`src/hdl/polu_pkg.sv`:
```
// Package for the positional ordered list unit: sizes, command and status codes,
// and the request and response word types. Depends on nothing.
package polu_pkg;

   // List storage sizes.
   localparam int CAPACITY   = 16;
   localparam int DATA_WIDTH = 32;
   localparam int ADDR_W     = $clog2(CAPACITY);
   localparam int CNT_W      = $clog2(CAPACITY + 1);

   // Fixed field widths of the request and response words.
   localparam int POS_W   = 5;
   localparam int VALUE_W = 32;
   localparam int LEN_W   = 5;

   // Width that holds both a position and a count, plus headroom for +1 and +2.
   localparam int CMP_W = ((CNT_W > POS_W) ? CNT_W : POS_W) + 2;

   typedef enum logic [1:0] {
      CMD_INSERT = 2'd0,
      CMD_APPEND = 2'd1,
      CMD_DELETE = 2'd2,
      CMD_READ   = 2'd3
   } cmd_type;

   typedef enum logic [1:0] {
      ST_OK    = 2'd0,
      ST_RANGE = 2'd1,
      ST_FULL  = 2'd2
   } status_type;

   typedef struct packed {
      cmd_type              command;
      logic [POS_W-1:0]     position;
      logic [VALUE_W-1:0]   value;
   } req_type;

   typedef struct packed {
      logic [VALUE_W-1:0]   read_value;
      logic [LEN_W-1:0]     length;
      status_type           status;
   } rsp_type;

endpackage

```
`src/hdl/polu_ram.sv`:
```
// Generic single-write, single-read RAM with a registered read port.
// Depends on nothing.
module polu_ram #(
   parameter int WIDTH = 32,
   parameter int DEPTH = 16
) (
   input  logic                     clock,
   input  logic                     wr_en,
   input  logic [$clog2(DEPTH)-1:0] wr_addr,
   input  logic [WIDTH-1:0]         wr_data,
   input  logic [$clog2(DEPTH)-1:0] rd_addr,
   output logic [WIDTH-1:0]         rd_data
);

   logic [WIDTH-1:0] mem_ff [DEPTH];
   logic [WIDTH-1:0] rd_data_ff;

   // Write port and registered read port.
   always_ff @(posedge clock) begin
      if (wr_en) begin
         mem_ff[wr_addr] <= wr_data;
      end
      rd_data_ff <= mem_ff[rd_addr];
   end

   assign rd_data = rd_data_ff;

endmodule

```
`src/hdl/positional_ordered_list_unit.sv`:
```
// Top level of the positional ordered list unit: sequencer, count and result register.
// Depends on polu_pkg and polu_ram.
//
// A request word is taken when start is high and busy is low; busy then stays high until
// the response word shows on rsp_data for one cycle with rsp_strobe, and busy falls in that
// same cycle, so the next request can be taken at the edge that ends it. The receiver has no
// way to hold the response back. A rejected command goes from the check state straight
// to the done state; append passes through the load state and read through the read
// state. Insert and delete first move each shifted entry with a read state and then a
// write state, and insert then loads the new word. The entry store has a single read
// and a single write port, so each entry that moves takes one read and one write. The
// store needs no clearing after reset.
module positional_ordered_list_unit
   import polu_pkg::*;
(
   input  logic    clock,
   input  logic    reset,
   input  logic    start,
   output logic    busy,
   input  req_type req_data,
   output logic    rsp_strobe,
   output rsp_type rsp_data
);

   typedef enum logic [2:0] {
      S_IDLE,
      S_EVAL,
      S_SHIFT_RD,
      S_SHIFT_WR,
      S_LOAD,
      S_READ,
      S_DONE
   } state_type;

   state_type               state_ff, state_in;
   logic [CNT_W-1:0]        count_ff, count_in;
   logic                    rsp_strobe_ff, rsp_strobe_in;
   rsp_type                 rsp_ff, rsp_in;
   cmd_type                 cmd_ff, cmd_in;
   logic [POS_W-1:0]        pos_ff, pos_in;
   logic [DATA_WIDTH-1:0]   val_ff, val_in;
   status_type              status_ff, status_in;
   logic [ADDR_W-1:0]       dest_ff, dest_in;

   logic                    wr_en;
   logic [ADDR_W-1:0]       wr_addr;
   logic [DATA_WIDTH-1:0]   wr_data;
   logic [ADDR_W-1:0]       rd_addr;
   logic [DATA_WIDTH-1:0]   rd_data;

   logic [CMP_W-1:0]        pos_c;
   logic [CMP_W-1:0]        cnt_c;
   logic [CMP_W-1:0]        dest_c;
   logic                    full;

   // Entry store.
   polu_ram #(
      .WIDTH (DATA_WIDTH),
      .DEPTH (CAPACITY)
   ) u_entries (
      .clock   (clock),
      .wr_en   (wr_en),
      .wr_addr (wr_addr),
      .wr_data (wr_data),
      .rd_addr (rd_addr),
      .rd_data (rd_data)
   );

   // Position, count and index brought to one common compare width.
   assign pos_c  = CMP_W'(pos_ff);
   assign cnt_c  = CMP_W'(count_ff);
   assign dest_c = CMP_W'(dest_ff);
   assign full   = (count_ff == CNT_W'(CAPACITY));

   // Sequencer next-state and datapath control.
   always_comb begin
      state_in      = state_ff;
      count_in      = count_ff;
      rsp_strobe_in = 1'b0;
      rsp_in        = rsp_ff;
      cmd_in        = cmd_ff;
      pos_in        = pos_ff;
      val_in        = val_ff;
      status_in     = status_ff;
      dest_in       = dest_ff;
      wr_en         = 1'b0;
      wr_addr       = dest_ff;
      wr_data       = val_ff;
      rd_addr       = dest_ff;

      unique case (state_ff)
         S_IDLE: begin
            if (start) begin
               cmd_in    = req_data.command;
               pos_in    = req_data.position;
               val_in    = DATA_WIDTH'(req_data.value);
               status_in = ST_OK;
               state_in  = S_EVAL;
            end
         end

         // Check the command against the current length and pick the first step.
         S_EVAL: begin
            unique case (cmd_ff)
               CMD_INSERT: begin
                  if (pos_c == '0 || pos_c > cnt_c + CMP_W'(1)) begin
                     status_in = ST_RANGE;
                     state_in  = S_DONE;
                  end else if (full) begin
                     status_in = ST_FULL;
                     state_in  = S_DONE;
                  end else begin
                     dest_in = ADDR_W'(count_ff);
                     if (cnt_c + CMP_W'(1) == pos_c) begin
                        state_in = S_LOAD;
                     end else begin
                        state_in = S_SHIFT_RD;
                     end
                  end
               end
               CMD_APPEND: begin
                  if (full) begin
                     status_in = ST_FULL;
                     state_in  = S_DONE;
                  end else begin
                     dest_in  = ADDR_W'(count_ff);
                     state_in = S_LOAD;
                  end
               end
               CMD_DELETE: begin
                  if (pos_c == '0 || pos_c > cnt_c) begin
                     status_in = ST_RANGE;
                     state_in  = S_DONE;
                  end else begin
                     dest_in = ADDR_W'(pos_c - CMP_W'(1));
                     if (pos_c < cnt_c) begin
                        state_in = S_SHIFT_RD;
                     end else begin
                        state_in = S_DONE;
                     end
                  end
               end
               CMD_READ: begin
                  if (pos_c == '0 || pos_c > cnt_c) begin
                     status_in = ST_RANGE;
                     state_in  = S_DONE;
                  end else begin
                     dest_in  = ADDR_W'(pos_c - CMP_W'(1));
                     state_in = S_READ;
                  end
               end
               default: begin
                  state_in = S_DONE;
               end
            endcase
         end

         // Fetch the neighbor that moves into the destination slot.
         S_SHIFT_RD: begin
            if (cmd_ff == CMD_INSERT) begin
               rd_addr = dest_ff - ADDR_W'(1);
            end else begin
               rd_addr = dest_ff + ADDR_W'(1);
            end
            state_in = S_SHIFT_WR;
         end

         // Store the fetched word and step the destination index.
         S_SHIFT_WR: begin
            wr_en   = 1'b1;
            wr_data = rd_data;
            if (cmd_ff == CMD_INSERT) begin
               dest_in = dest_ff - ADDR_W'(1);
               if (dest_c == pos_c) begin
                  state_in = S_LOAD;
               end else begin
                  state_in = S_SHIFT_RD;
               end
            end else begin
               dest_in = dest_ff + ADDR_W'(1);
               if (dest_c + CMP_W'(2) < cnt_c) begin
                  state_in = S_SHIFT_RD;
               end else begin
                  state_in = S_DONE;
               end
            end
         end

         // Place the new word in its slot.
         S_LOAD: begin
            wr_en    = 1'b1;
            wr_data  = val_ff;
            state_in = S_DONE;
         end

         // Read address is presented here; data is ready in the next state.
         S_READ: begin
            state_in = S_DONE;
         end

         // Update the length and build the response word.
         S_DONE: begin
            if (status_ff == ST_OK) begin
               if (cmd_ff == CMD_INSERT || cmd_ff == CMD_APPEND) begin
                  count_in = count_ff + CNT_W'(1);
               end else if (cmd_ff == CMD_DELETE) begin
                  count_in = count_ff - CNT_W'(1);
               end
            end
            if (cmd_ff == CMD_READ && status_ff == ST_OK) begin
               rsp_in.read_value = VALUE_W'(rd_data);
            end else begin
               rsp_in.read_value = '0;
            end
            rsp_in.length = LEN_W'(count_in);
            rsp_in.status = status_ff;
            rsp_strobe_in = 1'b1;
            state_in      = S_IDLE;
         end

         default: begin
            state_in = S_IDLE;
         end
      endcase
   end

   // State, count and registered outputs; payload registers carry no reset.
   always_ff @(posedge clock) begin
      if (reset) begin
         state_ff      <= S_IDLE;
         count_ff      <= '0;
         rsp_strobe_ff <= 1'b0;
      end else begin
         state_ff      <= state_in;
         count_ff      <= count_in;
         rsp_strobe_ff <= rsp_strobe_in;
      end
      rsp_ff    <= rsp_in;
      cmd_ff    <= cmd_in;
      pos_ff    <= pos_in;
      val_ff    <= val_in;
      status_ff <= status_in;
      dest_ff   <= dest_in;
   end

   assign busy       = (state_ff != S_IDLE);
   assign rsp_strobe = rsp_strobe_ff;
   assign rsp_data   = rsp_ff;

endmodule

```
`config.mk`:
```
export PLATFORM = sky130hd
export DESIGN_NAME = positional_ordered_list_unit
export DESIGN_NICKNAME = d
export VERILOG_FILES = /design/src/hdl/polu_pkg.sv /design/src/hdl/polu_ram.sv /design/src/hdl/positional_ordered_list_unit.sv
export SDC_FILE = /design/constraint.sdc
export NUM_CORES = 1
export LEC_CHECK = 0
export BUFFER_PORTS_ARGS = -buffer_cell sky130_fd_sc_hd__buf_2
export CORE_UTILIZATION = 30
export CTS_BUF_LIST = sky130_fd_sc_hd__clkbuf_16
export DETAILED_ROUTE_END_ITERATION = 12
export SLEW_MARGIN = 20
export SYNTH_ARGS = -nofsm -noshare
export SYNTH_HDL_FRONTEND = slang
export SYNTH_SLANG_ARGS = --single-unit
```
`constraint.sdc`:
```
create_clock -name clock -period 7.07 [get_ports clock]
set_clock_uncertainty 0.1 [all_clocks]
set_input_delay 1.414 -clock clock [delete_from_list [all_inputs] [get_ports clock]]
set_output_delay 1.414 -clock clock [all_outputs]
set_load 0.02 [all_outputs]
```
==> run metrics <==
status=finished with violations; failing checks=design-rule violations; static leakage=9.41 nW; post-synth top area cell=edfxtp_1; Total Power=11.3 mW; synth warn=0; die area=83100 um2; Syn Nets=1707; setup TNS=0 ns; Initial DRC Count=1214; Critical Path Source=cmd_ff[1]$_DFFE_PP_; Hold WS=0.409 ns; synthesized area=24600 um2; cts bufs inserted=70; Req. time, crit path=7.50 ns; initial antenna violation count=2; CTS Hold Bufs=0; final instance count without filler cells=2845; CTS tree=built; synth unique cells=56; synth top area cells=edfxtp_1 73%, nand2_1 4.7%, dfxtp_1 3.3%, a311oi_1 2.3%, o22a_1 2.2%; Final period util=61.0%; GRT Resource Usage Total=14.7%; Crit Path Class=flop to flop; via count=14435; core area=80800 um2; fillcell total=7598; register area share after synthesis=76.1%; Routed wire per std cell=21.6 um; Antenna Cells=0; Clock Sinks=637; P&R area growth vs syn=15.8%; Initial Util=30.4%; Syn Area/Cell=15.0 um2; unrepaired setup endpoints after global routing=no; placed cells=2717; Final ANT Viol Nets=0; Pre-Repair DR Iteration Count=11; Setup Buffers After CTS=0; WP data arrival=4.74 ns; CP Max Fanout=92; Clock Path Buffers=3; Worst VDD drop=303 uV; port buffer count=82; largest net degree at the start of global routing=129; CTS clk-pin slew, worst paths=0.06 ns; Pwr Density=396 nW/um2; I/O pin cnt=83; Peak Freq=0.232 GHz; register bit total from synthesis=637; R2R Path Start=cmd_ff[1]$_DFFE_PP_; cell count after synthesis=1643; Clock Latency Late Sink=0.61 ns; number of global-route vias before repair=14364; Slew Viols, Final=0; setup violators final=0; Post-synth EDFFs=596; DP HPWL=31000 um; worst slew pin tran=1.12 ns; share of cells above drive strength 1=15.4%; Die H=288 um; num rows=104; post-cts resize count=0; total grt overflow=0; Slew HR=25.1%; top cell type's share of synthesized area=72.8%; H-tree depth=3; Worst setup EP type=flop; hold_sp=u_entries.rd_data[20]$_DFF_P_; first-pass GRT wire length=91200 um; GPL Wtd Cong=0.817; final WL=61600 um; # DRC=8; asr flop ratio synth=0%; Core Util, Final=35.2%; Vias/cell=5.07; final worst path period need=4.31 ns; die width=288 um; ys flop type=edfxtp_1; Startpoint Class=flop; r2r setup slk=2.76 ns; final hold vios=0; Max Cap Viol=0; Min-Delay Path Class=flop to flop; final layout net count=1793; Root Driver=clkbuf_16
## path summary, 6_finish.rpt
| kind | to | cells after the start |
|---|---|---|
| max | u_entries.rd_data[1]$_DFF_P_ | 10 |
| min | rsp_data[27]$_SDFFCE_PN0P_ | 1 |
| max reg2reg | u_entries.rd_data[1]$_DFF_P_ | 10 |
| min reg2reg | rsp_data[27]$_SDFFCE_PN0P_ | 1 |
## metrics by stage
stage | cell area [um2] | setup slack [ns]
after global placement | 26300 | 2.95
after global routing | 28500 | 2.47
after floorplan | 24600 | 2.83
final | 28500 | 2.76
after detailed placement | 26300 | 2.83
after CTS | 28500 | 2.79
## where the power goes
group / total, mW / internal, mW / switching (mW)
Sequential: 4.99 / 4.78 / 0.217
Clock: 3.41 / 1.95 / 1.46
Combinational: 2.89 / 0.857 / 2.03
## worst max-delay path: stages, from the launching register on
cell and delay (ns):
edfxtp_1 0.81, nor2_1 0.31, fa_1 0.49, xor2_1 0.28, mux2i_4 0.19, buf_4 0.44, buf_4 0.95, nand2_1 0.11
a311oi_1 0.31, a31oi_1 0.07, nand2_1 0.11
## registers in the layout (all words and copies together) (netlist names)
signal	flops
rsp_data	39
count_ff	5
cmd_ff	2
state_ff	3
u_entries.rd_data	32
dest_ff	4
pos_ff	5
val_ff	32
rsp_strobe	1
u_entries.mem_ff	512
status_ff	2
## area by class of cell
cell class                      count  area, um2  share of cell area [%]
Inverter                           15       56.3                   0.198
Timing Repair Buffer              116        678                    2.38
Clock inverter                     55        329                    1.16
Tap cell                         1060       1330                    4.66
Multi-Input combinational cell    889       5550                    19.5
Clock buffer                       73       1830                    6.41
Sequential cell                   637      18700                    65.7
## cell families (layout without fill, tap and decap cells)
| family | count (synthesis) | in the layout | synth area share [%] |
|---|---|---|---|
| AND/OR/NAND/NOR | 501 | 501 | 8.95 |
| multiplexers | 38 | 38 | 1.73 |
| buffers and inverters | 117 | 259 | 2.07 |
| flip-flops | 637 | 637 | 76.1 |
| adder cells (fa/ha/maj) | 22 | 22 | 1.15 |
| XOR/XNOR | 17 | 17 | 0.605 |
| AO/OA/AOI/OAI | 311 | 311 | 9.39 |
## cell usage after synthesis (3+ instances only)
cell type,instances
and2_1,32
edfxtp_1,596
mux2i_1,4
mux2_2,33
a211o_1,4
buf_1,4
dfxtp_1,41
buf_2,32
nor2_1,32
a21oi_1,17
nand4_1,5
nand2b_1,7
nand2_1,311
buf_6,3
a31oi_1,66
inv_1,14
clkbuf_1,61
o21ai_0,11
o22a_1,63
ha_1,21
a311oi_1,64
nor3_1,14
o211ai_1,4
nand3_1,80
o22ai_1,65
xnor2_1,15
and3_1,5
## layout by cell type (no fill, tap or decap), types with 41 or more instances in the layout
master and instances:
nand2_1 311, a31oi_1 65, o22a_1 63, nand3_1 80, dfxtp_1 41, a311oi_1 64
edfxtp_1 596, o22ai_1 65, buf_2 82, clkbuf_16 73
## per-layer routing
layer,vias up,part of all wire (%),global-route usage (%)
met1,7309,46,20.6
met3,99,6.2,2.48
met2,488,46,23.4
met4,2,2.1,4.50
met5,-,0.028,0
li1,6537,-,-
Power figures use the tool's default switching activity.
